$ cat src/hw/rtl/edp_pkg.sv
package edp_pkg;

    localparam int MAX_BIT_RATE    = 2048;
    localparam int RATE_W          = 12;
    localparam int LEVEL_W         = 2;
    localparam int MASK_W          = 32;
    localparam int MASK_SH_W       = $clog2(MASK_W);
    localparam int TAIL_W          = 24;
    localparam int TAIL_LEN        = 24;
    localparam int BLOCK_LEN       = 128;
    localparam int BLOCK_W         = 11;
    localparam int PIB_W           = $clog2(BLOCK_LEN);
    localparam int POS_W           = 18;
    localparam int SOFT_W          = 8;
    localparam int CFG_INDEX_W     = 3;
    localparam int CFG_DATA_W      = 32;
    localparam int QUEUE_DEPTH_DEF = 2;

    // register values after reset
    localparam int BIT_RATE_RST   = 32;
    localparam int LEN_FIRST_RST  = 6 * (BIT_RATE_RST / 8) - 3;
    localparam int LEN_SECOND_RST = 3;

    typedef enum logic [CFG_INDEX_W-1:0] {
        CFG_BIT_RATE    = 3'd0,
        CFG_PROT_LEVEL  = 3'd1,
        CFG_PROFILE_B   = 3'd2,
        CFG_MASK_FIRST  = 3'd3,
        CFG_MASK_SECOND = 3'd4,
        CFG_MASK_TAIL   = 3'd5
    } cfg_index_t;

    typedef enum logic [1:0] {
        SEG_FIRST  = 2'd0,
        SEG_SECOND = 2'd1,
        SEG_TAIL   = 2'd2
    } seg_t;

    typedef struct packed {
        seg_t               seg;
        logic [BLOCK_W-1:0] block_count;
        logic [PIB_W-1:0]   position_in_block;
        logic [POS_W-1:0]   position_counter;
    } walk_t;

    localparam walk_t WALK_ORIGIN = '{
        seg:               SEG_FIRST,
        block_count:       '0,
        position_in_block: '0,
        position_counter:  '0
    };

    typedef enum logic [1:0] {
        HOP_FOUND = 2'd0,
        HOP_MOVED = 2'd1,
        HOP_END   = 2'd2
    } hop_kind_t;

    typedef struct packed {
        hop_kind_t kind;
        walk_t     w;
    } hop_t;

    typedef enum logic [1:0] {
        ST_SEEK  = 2'd0,
        ST_READY = 2'd1,
        ST_LOOK  = 2'd2,
        ST_EMPTY = 2'd3
    } walk_state_t;

    typedef struct packed {
        logic               restart;
        logic [BLOCK_W-1:0] len_first;
        logic [BLOCK_W-1:0] len_second;
        logic [MASK_W-1:0]  mask_first;
        logic [MASK_W-1:0]  mask_second;
        logic [TAIL_W-1:0]  mask_tail;
    } cfg_t;

endpackage

$ cat src/hw/rtl/eep_depuncture_address_gen_top.sv
// EEP depuncture address generator: each received soft bit comes in as one item and leaves
// with the mother-code position it belongs to in the Viterbi block, and frame_last set on the
// final kept position of a frame (L1 blocks under mask_first, L2 blocks under mask_second,
// then a 24-position tail under mask_tail), or on every item at position 0 when a frame keeps
// no position. In steady state, while the output is not stalled, one item is taken and one
// result given per clock; the position walker moves one hop per cycle, and a hop ends at the
// next kept position, so each item takes a single hop while the next kept position lies in
// the current or following 128-position block. Crossing into the next segment, skipping a
// segment whose mask is all zero, or reaching the tail adds a hop for each segment passed,
// and the first item of each new frame waits while the walker seeks from the frame start.
// After a register write the walker rescans from its current place; the lengths follow
// bit_rate, profile_b and protection_level via the length registers. A two-entry input queue
// and an output register let one side stall without stopping the other, up to a full queue.
module eep_depuncture_address_gen_top
    import edp_pkg::*;
#(
    parameter int QUEUE_DEPTH = QUEUE_DEPTH_DEF
)
(
    input  logic                     clk,
    input  logic                     rst_n,
    input  logic                     soft_valid,
    output logic                     soft_ready,
    input  logic signed [SOFT_W-1:0] soft_bit,
    output logic                     result_valid,
    input  logic                     result_ready,
    output logic [POS_W-1:0]         block_position,
    output logic signed [SOFT_W-1:0] soft_out,
    output logic                     frame_last,
    input  logic                     cfg_write_en,
    input  logic [CFG_INDEX_W-1:0]   cfg_index,
    input  logic [CFG_DATA_W-1:0]    cfg_data
);

    cfg_t              cfg;
    logic              q_valid;
    logic              q_pop;
    logic [SOFT_W-1:0] q_data;
    logic [SOFT_W-1:0] soft_bits;

    assign soft_bits = soft_bit;

    edp_cfg u_cfg (
        .clk          (clk),
        .rst_n        (rst_n),
        .cfg_write_en (cfg_write_en),
        .cfg_index    (cfg_index),
        .cfg_data     (cfg_data),
        .cfg          (cfg)
    );

    edp_fifo #(
        .DEPTH (QUEUE_DEPTH)
    ) u_fifo (
        .clk        (clk),
        .rst_n      (rst_n),
        .push_valid (soft_valid),
        .push_ready (soft_ready),
        .push_data  (soft_bits),
        .pop_valid  (q_valid),
        .pop        (q_pop),
        .pop_data   (q_data)
    );

    edp_walk u_walk (
        .clk            (clk),
        .rst_n          (rst_n),
        .cfg            (cfg),
        .q_valid        (q_valid),
        .q_data         (q_data),
        .q_pop          (q_pop),
        .result_valid   (result_valid),
        .result_ready   (result_ready),
        .block_position (block_position),
        .soft_out       (soft_out),
        .frame_last     (frame_last)
    );

endmodule

$ cat src/hw/rtl/edp_cfg.sv
module edp_cfg
    import edp_pkg::*;
(
    input  logic                   clk,
    input  logic                   rst_n,
    input  logic                   cfg_write_en,
    input  logic [CFG_INDEX_W-1:0] cfg_index,
    input  logic [CFG_DATA_W-1:0]  cfg_data,
    output cfg_t                   cfg
);

    localparam int NA_W       = $clog2(MAX_BIT_RATE / 8 + 1);
    localparam int NB_W       = $clog2(MAX_BIT_RATE / 32 + 1);
    localparam int LEN_CALC_W = BLOCK_W + 1;

    localparam logic [LEVEL_W-1:0] LEVEL_2 = 2'd1;
    localparam logic [LEVEL_W-1:0] LEVEL_4 = 2'd3;

    logic [RATE_W-1:0]     bit_rate_reg;
    logic [LEVEL_W-1:0]    level_reg;
    logic                  profile_b_reg;
    logic [MASK_W-1:0]     mask_first_reg;
    logic [MASK_W-1:0]     mask_second_reg;
    logic [TAIL_W-1:0]     mask_tail_reg;
    logic [BLOCK_W-1:0]    len_first_reg;
    logic [BLOCK_W-1:0]    len_first_next;
    logic [BLOCK_W-1:0]    len_second_reg;
    logic [BLOCK_W-1:0]    len_second_next;
    logic                  write_d_reg;

    logic [RATE_W-1:0]     rate;
    logic [NA_W-1:0]       n_a;
    logic [NB_W-1:0]       n_b;
    logic [LEN_CALC_W-1:0] na_x;
    logic [LEN_CALC_W-1:0] nb_x;

    function automatic logic [BLOCK_W-1:0] minus3(input logic [LEN_CALC_W-1:0] x);
        logic [LEN_CALC_W-1:0] d;
        d = x - LEN_CALC_W'(3);
        return (x >= LEN_CALC_W'(3)) ? d[BLOCK_W-1:0] : '0;
    endfunction

    always_ff @(posedge clk or negedge rst_n)
    begin
        if (!rst_n)
        begin
            bit_rate_reg    <= RATE_W'(BIT_RATE_RST);
            level_reg       <= '0;
            profile_b_reg   <= 1'b0;
            mask_first_reg  <= '1;
            mask_second_reg <= '1;
            mask_tail_reg   <= '1;
        end
        else if (cfg_write_en)
        begin
            unique case (cfg_index_t'(cfg_index))
                CFG_BIT_RATE:    bit_rate_reg    <= cfg_data[RATE_W-1:0];
                CFG_PROT_LEVEL:  level_reg       <= cfg_data[LEVEL_W-1:0];
                CFG_PROFILE_B:   profile_b_reg   <= cfg_data[0];
                CFG_MASK_FIRST:  mask_first_reg  <= cfg_data[MASK_W-1:0];
                CFG_MASK_SECOND: mask_second_reg <= cfg_data[MASK_W-1:0];
                CFG_MASK_TAIL:   mask_tail_reg   <= cfg_data[TAIL_W-1:0];
                default:
                begin
                end
            endcase
        end
    end

    // segment lengths in blocks of 128 positions
    always_comb
    begin
        rate = (bit_rate_reg > RATE_W'(MAX_BIT_RATE)) ? RATE_W'(MAX_BIT_RATE) : bit_rate_reg;
        n_a  = NA_W'(rate >> 3);
        n_b  = NB_W'(rate >> 5);
        na_x = LEN_CALC_W'(n_a);
        nb_x = LEN_CALC_W'(n_b);
        if (profile_b_reg)
        begin
            len_first_next  = minus3((nb_x << 4) + (nb_x << 3));
            len_second_next = BLOCK_W'(3);
        end
        else
        begin
            unique case (level_reg)
                LEVEL_2:
                begin
                    if (n_a == NA_W'(1))
                    begin
                        len_first_next  = BLOCK_W'(5);
                        len_second_next = BLOCK_W'(1);
                    end
                    else
                    begin
                        len_first_next  = minus3(na_x << 1);
                        len_second_next = BLOCK_W'((na_x << 2) + LEN_CALC_W'(3));
                    end
                end
                LEVEL_4:
                begin
                    len_first_next  = minus3(na_x << 2);
                    len_second_next = BLOCK_W'((na_x << 1) + LEN_CALC_W'(3));
                end
                default:
                begin
                    len_first_next  = minus3((na_x << 2) + (na_x << 1));
                    len_second_next = BLOCK_W'(3);
                end
            endcase
        end
    end

    always_ff @(posedge clk or negedge rst_n)
    begin
        if (!rst_n)
        begin
            len_first_reg  <= BLOCK_W'(LEN_FIRST_RST);
            len_second_reg <= BLOCK_W'(LEN_SECOND_RST);
            write_d_reg    <= 1'b0;
        end
        else
        begin
            len_first_reg  <= len_first_next;
            len_second_reg <= len_second_next;
            write_d_reg    <= cfg_write_en;
        end
    end

    // lengths settle in the length registers after a write, so the walker restarts twice
    assign cfg.restart     = cfg_write_en | write_d_reg;
    assign cfg.len_first   = len_first_reg;
    assign cfg.len_second  = len_second_reg;
    assign cfg.mask_first  = mask_first_reg;
    assign cfg.mask_second = mask_second_reg;
    assign cfg.mask_tail   = mask_tail_reg;

endmodule

$ cat src/hw/rtl/edp_fifo.sv
module edp_fifo
    import edp_pkg::*;
#(
    parameter int DEPTH = QUEUE_DEPTH_DEF
)
(
    input  logic              clk,
    input  logic              rst_n,
    input  logic              push_valid,
    output logic              push_ready,
    input  logic [SOFT_W-1:0] push_data,
    output logic              pop_valid,
    input  logic              pop,
    output logic [SOFT_W-1:0] pop_data
);

    localparam int PTR_W = (DEPTH > 1) ? $clog2(DEPTH) : 1;
    localparam int CNT_W = $clog2(DEPTH + 1);

    logic [SOFT_W-1:0] mem_reg [DEPTH];
    logic [PTR_W-1:0]  wr_ptr_reg;
    logic [PTR_W-1:0]  wr_ptr_next;
    logic [PTR_W-1:0]  rd_ptr_reg;
    logic [PTR_W-1:0]  rd_ptr_next;
    logic [CNT_W-1:0]  count_reg;
    logic [CNT_W-1:0]  count_next;
    logic              do_push;
    logic              do_pop;

    assign push_ready = (count_reg != CNT_W'(DEPTH));
    assign pop_valid  = (count_reg != '0);
    assign do_push    = push_valid && push_ready;
    assign do_pop     = pop && pop_valid;
    assign pop_data   = mem_reg[rd_ptr_reg];

    always_comb
    begin
        wr_ptr_next = wr_ptr_reg;
        rd_ptr_next = rd_ptr_reg;
        if (do_push)
        begin
            wr_ptr_next = (wr_ptr_reg == PTR_W'(DEPTH - 1)) ? '0 : wr_ptr_reg + 1'b1;
        end
        if (do_pop)
        begin
            rd_ptr_next = (rd_ptr_reg == PTR_W'(DEPTH - 1)) ? '0 : rd_ptr_reg + 1'b1;
        end
        unique case ({do_push, do_pop})
            2'b10:   count_next = count_reg + 1'b1;
            2'b01:   count_next = count_reg - 1'b1;
            default: count_next = count_reg;
        endcase
    end

    always_ff @(posedge clk or negedge rst_n)
    begin
        if (!rst_n)
        begin
            wr_ptr_reg <= '0;
            rd_ptr_reg <= '0;
            count_reg  <= '0;
        end
        else
        begin
            wr_ptr_reg <= wr_ptr_next;
            rd_ptr_reg <= rd_ptr_next;
            count_reg  <= count_next;
        end
    end

    always_ff @(posedge clk)
    begin
        if (do_push)
        begin
            mem_reg[wr_ptr_reg] <= push_data;
        end
    end

endmodule

$ cat src/hw/rtl/edp_walk.sv
module edp_walk
    import edp_pkg::*;
(
    input  logic                     clk,
    input  logic                     rst_n,
    input  cfg_t                     cfg,
    input  logic                     q_valid,
    input  logic [SOFT_W-1:0]        q_data,
    output logic                     q_pop,
    output logic                     result_valid,
    input  logic                     result_ready,
    output logic [POS_W-1:0]         block_position,
    output logic signed [SOFT_W-1:0] soft_out,
    output logic                     frame_last
);

    walk_state_t              state_reg;
    walk_state_t              state_next;
    walk_t                    cur_reg;
    walk_t                    cur_next;
    walk_t                    raw_reg;
    walk_t                    raw_next;
    logic                     from_origin_reg;
    logic                     from_origin_next;
    logic [POS_W-1:0]         pend_pos_reg;
    logic [POS_W-1:0]         pend_pos_next;
    logic                     res_valid_reg;
    logic                     res_valid_next;
    logic [POS_W-1:0]         pos_reg;
    logic signed [SOFT_W-1:0] soft_reg;
    logic                     last_reg;

    walk_t                    hop_in;
    hop_t                     hop_res;
    logic                     can_load;
    logic                     emit;
    logic [POS_W-1:0]         emit_pos;
    logic                     emit_last;

    function automatic logic [MASK_SH_W-1:0] first_set(input logic [MASK_W-1:0] v);
        logic [MASK_SH_W-1:0] idx;
        idx = '0;
        for (int i = MASK_W - 1; i >= 0; i--)
        begin
            if (v[i])
            begin
                idx = MASK_SH_W'(i);
            end
        end
        return idx;
    endfunction

    function automatic walk_t advance(input walk_t w);
        walk_t a;
        a = w;
        a.position_counter  = w.position_counter + 1'b1;
        a.position_in_block = w.position_in_block + 1'b1;
        if (w.seg != SEG_TAIL && w.position_in_block == PIB_W'(BLOCK_LEN - 1))
        begin
            a.position_in_block = '0;
            a.block_count       = w.block_count + 1'b1;
        end
        return a;
    endfunction

    // one hop: next kept position within reach, the start of the next segment, or the frame end
    function automatic hop_t hop_step(input walk_t w, input cfg_t c);
        logic [BLOCK_W-1:0]   len;
        logic [MASK_W-1:0]    mask;
        logic [2*MASK_W-1:0]  dbl;
        logic [MASK_W-1:0]    lim;
        logic [MASK_W-1:0]    hit;
        logic [TAIL_W-1:0]    thit;
        logic [MASK_SH_W-1:0] d;
        logic [MASK_SH_W-1:0] f;
        logic [BLOCK_W-1:0]   bc_inc;
        logic [POS_W-1:0]     step;
        hop_t                 r;
        r.kind = HOP_END;
        r.w    = w;
        step   = '0;
        len    = (w.seg == SEG_FIRST) ? c.len_first : c.len_second;
        mask   = (w.seg == SEG_FIRST) ? c.mask_first : c.mask_second;
        bc_inc = w.block_count + 1'b1;
        dbl    = {mask, mask} >> w.position_in_block[MASK_SH_W-1:0];
        // last 32 positions of a block: do not look past the block end
        lim    = (w.position_in_block[PIB_W-1:MASK_SH_W] == '1)
               ? ({MASK_W{1'b1}} >> w.position_in_block[MASK_SH_W-1:0]) : '1;
        hit    = dbl[MASK_W-1:0] & lim;
        d      = first_set(hit);
        f      = first_set(mask);
        thit   = c.mask_tail >> w.position_in_block[MASK_SH_W-1:0];
        unique case (w.seg)
            SEG_FIRST, SEG_SECOND:
            begin
                if (w.block_count >= len || mask == '0 || (!(|hit) && bc_inc >= len))
                begin
                    r.kind                = HOP_MOVED;
                    r.w.seg               = (w.seg == SEG_FIRST) ? SEG_SECOND : SEG_TAIL;
                    r.w.block_count       = '0;
                    r.w.position_in_block = '0;
                    if (w.block_count >= len)
                    begin
                        step = '0;
                    end
                    else if (mask == '0)
                    begin
                        // whole rest of the segment is punctured
                        step = POS_W'({len - w.block_count, {PIB_W{1'b0}}})
                             - POS_W'(w.position_in_block);
                    end
                    else
                    begin
                        step = POS_W'(BLOCK_LEN) - POS_W'(w.position_in_block);
                    end
                end
                else if (|hit)
                begin
                    r.kind                = HOP_FOUND;
                    r.w.position_in_block = w.position_in_block + PIB_W'(d);
                    step                  = POS_W'(d);
                end
                else
                begin
                    r.kind                = HOP_FOUND;
                    r.w.block_count       = bc_inc;
                    r.w.position_in_block = PIB_W'(f);
                    step = POS_W'(BLOCK_LEN) - POS_W'(w.position_in_block) + POS_W'(f);
                end
            end
            SEG_TAIL:
            begin
                if (w.position_in_block < PIB_W'(TAIL_LEN) && (|thit))
                begin
                    r.kind                = HOP_FOUND;
                    d                     = first_set(MASK_W'(thit));
                    r.w.position_in_block = w.position_in_block + PIB_W'(d);
                    step                  = POS_W'(d);
                end
            end
            default:
            begin
                r.kind = HOP_END;
            end
        endcase
        r.w.position_counter = w.position_counter + step;
        return r;
    endfunction

    assign can_load = !res_valid_reg || result_ready;
    assign hop_in   = (state_reg == ST_READY) ? advance(cur_reg) : cur_reg;
    assign hop_res  = hop_step(hop_in, cfg);
    assign q_pop    = emit;

    always_comb
    begin
        state_next = state_reg;
        if (cfg.restart)
        begin
            state_next = ST_SEEK;
        end
        else
        begin
            unique case (state_reg)
                ST_SEEK:
                begin
                    if (hop_res.kind == HOP_FOUND)
                    begin
                        state_next = ST_READY;
                    end
                    else if (hop_res.kind == HOP_END && from_origin_reg)
                    begin
                        state_next = ST_EMPTY;
                    end
                end
                ST_READY:
                begin
                    if (q_valid && can_load)
                    begin
                        unique case (hop_res.kind)
                            HOP_FOUND: state_next = ST_READY;
                            HOP_MOVED: state_next = ST_LOOK;
                            default:   state_next = ST_SEEK;
                        endcase
                    end
                end
                ST_LOOK:
                begin
                    if (can_load)
                    begin
                        unique case (hop_res.kind)
                            HOP_FOUND: state_next = ST_READY;
                            HOP_MOVED: state_next = ST_LOOK;
                            default:   state_next = ST_SEEK;
                        endcase
                    end
                end
                ST_EMPTY:
                begin
                    state_next = ST_EMPTY;
                end
            endcase
        end
    end

    always_comb
    begin
        cur_next         = cur_reg;
        raw_next         = raw_reg;
        from_origin_next = from_origin_reg;
        pend_pos_next    = pend_pos_reg;
        emit             = 1'b0;
        emit_pos         = cur_reg.position_counter;
        emit_last        = 1'b0;
        if (cfg.restart)
        begin
            // resume from where the frame really stands
            cur_next         = raw_reg;
            from_origin_next = 1'b0;
        end
        else
        begin
            unique case (state_reg)
                ST_SEEK:
                begin
                    if (hop_res.kind == HOP_FOUND || hop_res.kind == HOP_MOVED)
                    begin
                        cur_next = hop_res.w;
                    end
                    else
                    begin
                        cur_next         = WALK_ORIGIN;
                        from_origin_next = 1'b1;
                    end
                end
                ST_READY, ST_LOOK:
                begin
                    if (can_load && (state_reg == ST_LOOK || q_valid))
                    begin
                        if (state_reg == ST_READY)
                        begin
                            raw_next      = hop_in;
                            pend_pos_next = cur_reg.position_counter;
                        end
                        else
                        begin
                            emit_pos = pend_pos_reg;
                        end
                        unique case (hop_res.kind)
                            HOP_FOUND:
                            begin
                                emit     = q_valid;
                                cur_next = hop_res.w;
                            end
                            HOP_MOVED:
                            begin
                                cur_next = hop_res.w;
                            end
                            default:
                            begin
                                // last kept position of the frame
                                emit             = q_valid;
                                emit_last        = 1'b1;
                                cur_next         = WALK_ORIGIN;
                                raw_next         = WALK_ORIGIN;
                                from_origin_next = 1'b1;
                            end
                        endcase
                    end
                end
                ST_EMPTY:
                begin
                    if (q_valid && can_load)
                    begin
                        emit      = 1'b1;
                        emit_pos  = '0;
                        emit_last = 1'b1;
                        raw_next  = WALK_ORIGIN;
                    end
                end
            endcase
        end
    end

    always_comb
    begin
        res_valid_next = res_valid_reg;
        if (emit)
        begin
            res_valid_next = 1'b1;
        end
        else if (result_ready)
        begin
            res_valid_next = 1'b0;
        end
    end

    always_ff @(posedge clk or negedge rst_n)
    begin
        if (!rst_n)
        begin
            state_reg       <= ST_SEEK;
            cur_reg         <= WALK_ORIGIN;
            raw_reg         <= WALK_ORIGIN;
            from_origin_reg <= 1'b0;
            res_valid_reg   <= 1'b0;
        end
        else
        begin
            state_reg       <= state_next;
            cur_reg         <= cur_next;
            raw_reg         <= raw_next;
            from_origin_reg <= from_origin_next;
            res_valid_reg   <= res_valid_next;
        end
    end

    always_ff @(posedge clk)
    begin
        pend_pos_reg <= pend_pos_next;
        if (emit)
        begin
            pos_reg  <= emit_pos;
            soft_reg <= $signed(q_data);
            last_reg <= emit_last;
        end
    end

    assign result_valid   = res_valid_reg;
    assign block_position = pos_reg;
    assign soft_out       = soft_reg;
    assign frame_last     = last_reg;

endmodule

$ cat config.mk
export PLATFORM = sky130hd
export DESIGN_NAME = eep_depuncture_address_gen_top
export DESIGN_NICKNAME = d
export VERILOG_FILES = /design/src/hw/rtl/edp_pkg.sv /design/src/hw/rtl/eep_depuncture_address_gen_top.sv /design/src/hw/rtl/edp_cfg.sv /design/src/hw/rtl/edp_fifo.sv /design/src/hw/rtl/edp_walk.sv
export SDC_FILE = /design/constraint.sdc
export NUM_CORES = 1
export LEC_CHECK = 0
export ABC_CLOCK_PERIOD_IN_PS = 7900
export BUFFER_PORTS_ARGS = -buffer_cell sky130_fd_sc_hd__buf_2
export CAP_MARGIN = 10
export CELL_PAD_IN_SITES_DETAIL_PLACEMENT = 1
export CELL_PAD_IN_SITES_GLOBAL_PLACEMENT = 1
export CORE_MARGIN = 4
export CORE_UTILIZATION = 26
export DETAILED_ROUTE_END_ITERATION = 6
export PLACE_DENSITY = 0.48
export SLEW_MARGIN = 10
export SYNTH_ARGS = -nofsm -noshare
export SYNTH_HDL_FRONTEND = slang
export SYNTH_SLANG_ARGS = --single-unit
export TNS_END_PERCENT = 20
$ cat constraint.sdc
create_clock -name clk -period 7.9 [get_ports clk]
set_input_delay 2.37 -clock clk [delete_from_list [all_inputs] [get_ports clk]]
set_output_delay 2.37 -clock clk [all_outputs]
set_load 0.02 [all_outputs]
# Yosys cells after proc, flatten, opt, wreduce, memory -nomap -nowiden
# Memories as Yosys holds them, arrays and structs flattened. A register that Yosys moved wholly into a read port is not among the register bits.
# Index checks and enable logic that the tools add are counted.
# W data, S select, Z words.
[totals]
ff_bits = 247
mem_bits_rw = 16
input_bits = 48
output_inout_bits = 29
elab_cells = 300
mem_count = 1
[op_classes]
n_addsub = 23
order_cmp = 8
eq_ne = 30
shift = 3
muxes = 165
n_bitwise = 3
reduce_logical = 41
[mem_list]
columns = ["name", "depth", "word_bits", "rd", "rd_clocked_by_memory_dff", "write_ports", "line", "rtl"]
rows = [
  ["u_fifo.mem_reg", 2, 8, 1, 1, 1, "edp_fifo.sv:20", "logic [SOFT_W-1:0] mem_reg [DEPTH];"],
]
[ops]
columns = ["cell", "n"]
rows = [
  ["$mux W5", 91],
  ["$mux W38", 8],
  ["$mux W18", 10],
  ["$pmux W38 S2", 2],
  ["$mux W11", 10],
  ["$pmux W18 S2", 2],
  ["$mux W32", 2],
  ["$shr A64 B5 Y32", 1],
  ["$pmux W11 S2", 2],
  ["$mux W36", 1],
  ["$sub A11 B2 Y11 const B", 3],
  ["$and A32 B32 Y32", 1],
  ["$logic_not A32 Y1", 1],
  ["$reduce_or A32 Y1", 1],
  ["$shr A32 B5 Y32 const A", 1],
  ["$add A11 B10 Y12", 2],
  ["$ge A12 B2 Y1 const B", 2],
  ["$reduce_or A24 Y1", 1],
  ["$shr A24 B5 Y24", 1],
  ["$add A11 B1 Y11 const B", 2],
  ["$ge A11 B11 Y1", 2],
  ["$add A18 B1 Y18 const B", 1],
  ["$add A18 B18 Y18", 1],
  ["$add A18 B5 Y18", 1],
  ["other kinds (50)", 124],
]

# Longest topological paths before layout
[depth]
word_depth = 47
depth_mapped = 41
ltp_nobuf = 37

# Modules after synthesis
# From an unflattened synthesis, not the netlist that was laid out.
[unflattened]
cells_unflattened = 2755
area_unflattened_um2 = 23812.8
[modules_own_cells]
columns = ["mod", "instances", "cells_each", "area_per_inst_um2", "seq_area_each_um2"]
rows = [
  ["edp_walk", 1, 2172, 16651.0, 3353.2],
  ["edp_cfg", 1, 541, 6391.1, 3169.3],
  ["edp_fifo", 1, 42, 770.7, 580.6],
]

# Least setup slack after synthesis
# No wires, ideal clock.
[synth_timing]
kind = "flip-flop to flip-flop"
startpoint = "reg u_walk.state_reg[1]"
endpoint = "reg u_walk.cur_reg[17] in the netlist's numbering"
setup_ps = 126
arrival_ps = 7828
required_time_ps = 7774
slack_ps = -54
path_stages_with_launch = 38
path_buffers = 2
synth_period_minus_slack_ps = 7954
cell_sequence = "dfrtp_1 -> inv_1 -> ha_1 -> buf_2 -> nand4_1 -> nor3_2 -> nand4_1 -> xnor2_1 -> inv_1 -> or3_1 -> or3_1 -> nor3_1 -> xnor2_1 -> ha_1 -> nand4_1 -> o31ai_1 -> or3_1 -> o21ai_0 -> [... 2 more ...] -> buf_1 -> nor3_2 -> a2bb2o_1 -> a221o_1 -> ha_1 -> a21o_1 -> a21oi_1 -> o21ai_0 -> a21oi_1 -> o21ai_0 -> a21oi_1 -> o21ai_0 -> o21a_1 -> a211o_1 -> a21o_1 -> a21oi_1 -> xnor2_1 -> a221o_1"
[synth_between]
elab_chain_cells = 45
elab_cells_between_ends = 108
classes_between = "add/sub (6); order compare (3); eq/ne (5); shift (3); mux (74); bitwise (1); reduce/logical (16)"
[synth_rtl]
columns = ["element", "line", "rtl"]
rows = [
  ["start, declared", "edp_walk.sv:17", "walk_state_t state_reg;"],
  ["start signal, assigned", "edp_walk.sv:310", "state_reg <= state_next;"],
  ["$eq A2 B1 Y1", "edp_walk.sv:151, edp_walk.sv:223", ""],
  ["$mux W36", "edp_walk.sv:151", "assign hop_in = (state_reg == ST_READY) ? advance(cur_reg) : cur_reg;"],
  ["$shr A32 B5 Y32 or $eq A2 B2 Y1 (tied branches)", "edp_walk.sv:88, edp_walk.sv:87", ""],
  ["$mux W32", "edp_walk.sv:88", "? ({MASK_W{1'b1}} >> w.position_in_block[MASK_SH_W-1:0]) : '1;"],
  ["$and A32 B32 Y32", "edp_walk.sv:89", "hit = dbl[MASK_W-1:0] & lim;"],
  ["$mux W5 (32 in series)", "edp_walk.sv:45", "if (v[i])"],
  ["$mux W18", "edp_walk.sv:117", "else if (|hit)"],
  ["$mux W18", "edp_walk.sv:96", "if (w.block_count >= len || mask == '0 || (!(|hit) && bc_inc >= len))"],
  ["$pmux W18 S2", "edp_walk.sv:93", "unique case (w.seg)"],
  ["$add A18 B18 Y18", "edp_walk.sv:146", "r.w.position_counter = w.position_counter + step;"],
  ["$mux W38", "edp_walk.sv:249", "unique case (hop_res.kind)"],
  ["$mux W38", "edp_walk.sv:238", "if (can_load && (state_reg == ST_LOOK || q_valid))"],
  ["$pmux W38 S2", "edp_walk.sv:223", "unique case (state_reg)"],
  ["$mux W38", "edp_walk.sv:215", "if (cfg.restart)"],
  ["end signal, assigned", "edp_walk.sv:311", "cur_reg <= cur_next;"],
  ["end, declared", "edp_walk.sv:19", "walk_t cur_reg;"],
]
# Parallel ways exist; a longest one is shown, timed or not. The select of a mux whose other input is x is not followed.
# A chain may end at the register's enable or synchronous reset.

# Worst setup path in the final report
# Ends and elaborated chain as after synthesis.

==> flow_summary.toml <==
[sta]
setup_viol = 0
slew_headroom_pct = 21.8
slew_viol_final = 0
fin_tns_setup_ps = 0
fin_worst_skew_ps = 38.6
timing.fmax_mhz = 134
tightest_slew_ps = 1170
rsz0062_at_grt = "yes"
period_needed_ps = 7490
min_period_over_period_pct = 94.8
fin_ws_ps = 411
hold_viol_final = 0

[outcome]
failed_checks = "DRC"
outcome = "finished with violations"

[yosys]
netlist_area_mm2 = 0.0231
synth_nets = 2767
synth.area.top_cells = "dfrtp_1 (13%), dfstp_2 (11%), edfxtp_1 (7.9%), mux2_2 (7.2%), ha_1 (4.6%)"
yosysTopAreaCell = "dfrtp_1"
ys_ff_latch = 270
synthArstFlopShare_pct = 77.4
synth_top_family_by_area = "compound AO/OA/AOI/OAI gates"
ys.flop_type = "dfrtp_1"
synth_compound_area_share_pct = 24.3
synth-simple-area-share_pct = 17.9
synth-xor-area-share_pct = 4.89
synth_mux_area_share_pct = 11.9
synth_cell_types = 101
syn_area_per_cell_um2 = 8.80
synth_top_area_share_pct = 12.6
synth_warnings = 0
synth_edf_count = 61
synth_cells = 2627
yosysSeqAreaShare_pct = 31.1
synth_fa_ha_area_share_pct = 5.21

[drt]
drt_iter0_drc = 1507
via_count = 22200
ant_nets = 0
dr.pass1.iters = 7
viasPerCell = 5.57
drc = 4
post_drt_wl_per_cell_um = 24.8
drt_wl_total_um = 98900

[min_path]
hold_path_class = "flip-flop to flip-flop"
min_path_cells = 2
hp-start = "u_walk.raw_reg[9]"
worstHoldEndpoint = "u_walk.raw_reg[9]"

[cts]
clk_latency_ps = 570
cts_root_buf = "clkbuf_16"
htree_levels = 2
clkTransAtPathRegs_ps = 60
postCtsHoldBufs = 0
cts_tree = "yes"
cts_buffer_depth = 3
cts_sinks = 270
cts-buffers-inserted = 38

[die]
start_util_pct = 26.2
pin_count = 77
fp.dieW_um = 306
coreArea_mm2 = 0.0882
die_h_um = 306
fp-row-count = 109
die-area_mm2 = 0.0937

[global_routing]
grt_pass1_vias = 23300
grt_use_total_pct = 20.5
grt_pass1_wl_um = 151000
grt-ovfl-total = 0
antenna_found_initial = 3
grt_max_degree = 148

[finish]
drive_above_1_share_pct = 25.4
layout_commonest_cell = "nand2_1"
syn_to_final_growth_pct = 19.1
layout_common_cells = "nand2_1 (248), buf_4 (199), o21ai_0 (159)"
fin_nets = 2924

[setup_path]
max_stage_delay_ps = 400
slowest_stage = "dfrtp_1"
crit_family = "compound AO/OA/AOI/OAI gates"
crit_required_ps = 8350
end_kind = "flip-flop"
worstSetupPathType = "flip-flop to flip-flop"
critPathMaxFanout = 5
reg2reg_slack_ps = 410
startpoint_type = "flip-flop"
regToRegStartpoint = "u_walk.state_reg[1]"
reg2regPathDepth = 38
crit_buf_inv = 6
crit_arrival_ps = 7940
r2r-end = "u_walk.cur_reg[17]"

[placement]
place_ws_ps = -121
port_buffers = 76
gp_congestion = 0.913
place_hpwl_um = 76400

[run]
cap_violations = 0
[worst max-delay path by stage]
stage | from | endpoint | slack [ps] | cells past startpoint
6_report | u_walk.state_reg[1] | u_walk.cur_reg[17] | 410 | 38
5_1_grt | u_walk.state_reg[1] | u_walk.cur_reg[12] | -60 | 39
4_1_cts | u_walk.state_reg[1] | u_walk.cur_reg[14] | -2 | 39
3_5_place_dp | u_walk.state_reg[1] | u_walk.cur_reg[14] | -120 | 33
3_3_place_gp | u_walk.state_reg[1] | u_walk.cur_reg[17] | -9 | 35
2_1_floorplan | u_walk.state_reg[1] | u_walk.cur_reg[17] | 7 | 37
[cells by family after synthesis]
logic type               after synthesis
AND/OR/NAND/NOR                      821
AO/OA/AOI/OAI                        818
flip-flops                           270
buffers and inverters                263
multiplexers                         234
XOR/XNOR                             129
adder cells (fa/ha/maj)               92
[per-stage QoR]
step                utilization (%)  hold slack [ps]  area, µm²  cells
finish                         31.2              479      27500   3981
global route                   31.2              496      27500   3979
CTS                            30.9              484      27300   3972
detailed placement             29.5              470      26000   3901
global placement               29.5              462      26000   3901
floorplan                         -              448      23100   2627
[metal layers]
metal / track usage (%) / wire length (µm) / up-vias
li1: - / - / 10200
met1: 29.1 / 47500 / 11200
met2: 33.5 / 44900 / 559
met3: 2.68 / 4430 / 126
met4: 4.37 / 2030 / 0
met5: 0 / 0 / -
[layout make-up]
class                   instances  area [µm²]
clock inverters                16         138
repair buffers                289        2150
clock buffers                  54        1120
inverters                      91         342
well taps                    1165        1460
fillers                     10200       60700
flip-flops and latches        270        7180
multi-input cells            2094       15100
diodes                          2        5.00
[worst reg2reg max path: cells and delay by family, from the launching register on]
family	cells	cell delay (ps)
AOI/OAI and AO/OA	17	3080
buffers and inverters	6	820
xor gates and xnor gates	3	460
DFF	1	400
adders and majority gates	3	650
and+or+nand+nor	9	1940
[synthesized netlist by cell type (29+ instances only)]
cell type	count
nand2_1	249
o21ai_0	170
a21oi_1	153
nor2_1	153
mux2_2	147
dfrtp_1	116
dfstp_2	93
clkbuf_1	91
inv_1	89
xnor2_1	86
ha_1	85
nor3_1	74
nand3_1	71
mux2i_1	67
edfxtp_1	61
buf_2	47
xor2_1	43
and2_1	41
o211ai_1	38
a31oi_1	34
nand2b_1	34
o31ai_1	34
o22ai_1	33
and3_1	32
a21o_1	31
nor2b_1	30
a22oi_1	29
o221ai_1	29
[repair_timing]
| item | in CTS | in global routing |
|---|---|---|
| resized for setup | 4 | 47 |
| endpoints found under the setup margin | 5 | 10 |
| cloned | 1 | 0 |
| setup buffers | 0 | 6 |
| pin swaps | 2 | 20 |
Power is left out: the tool's default activity adds up to more than one toggle a clock period on the data nets, which glitch-free logic cannot reach.
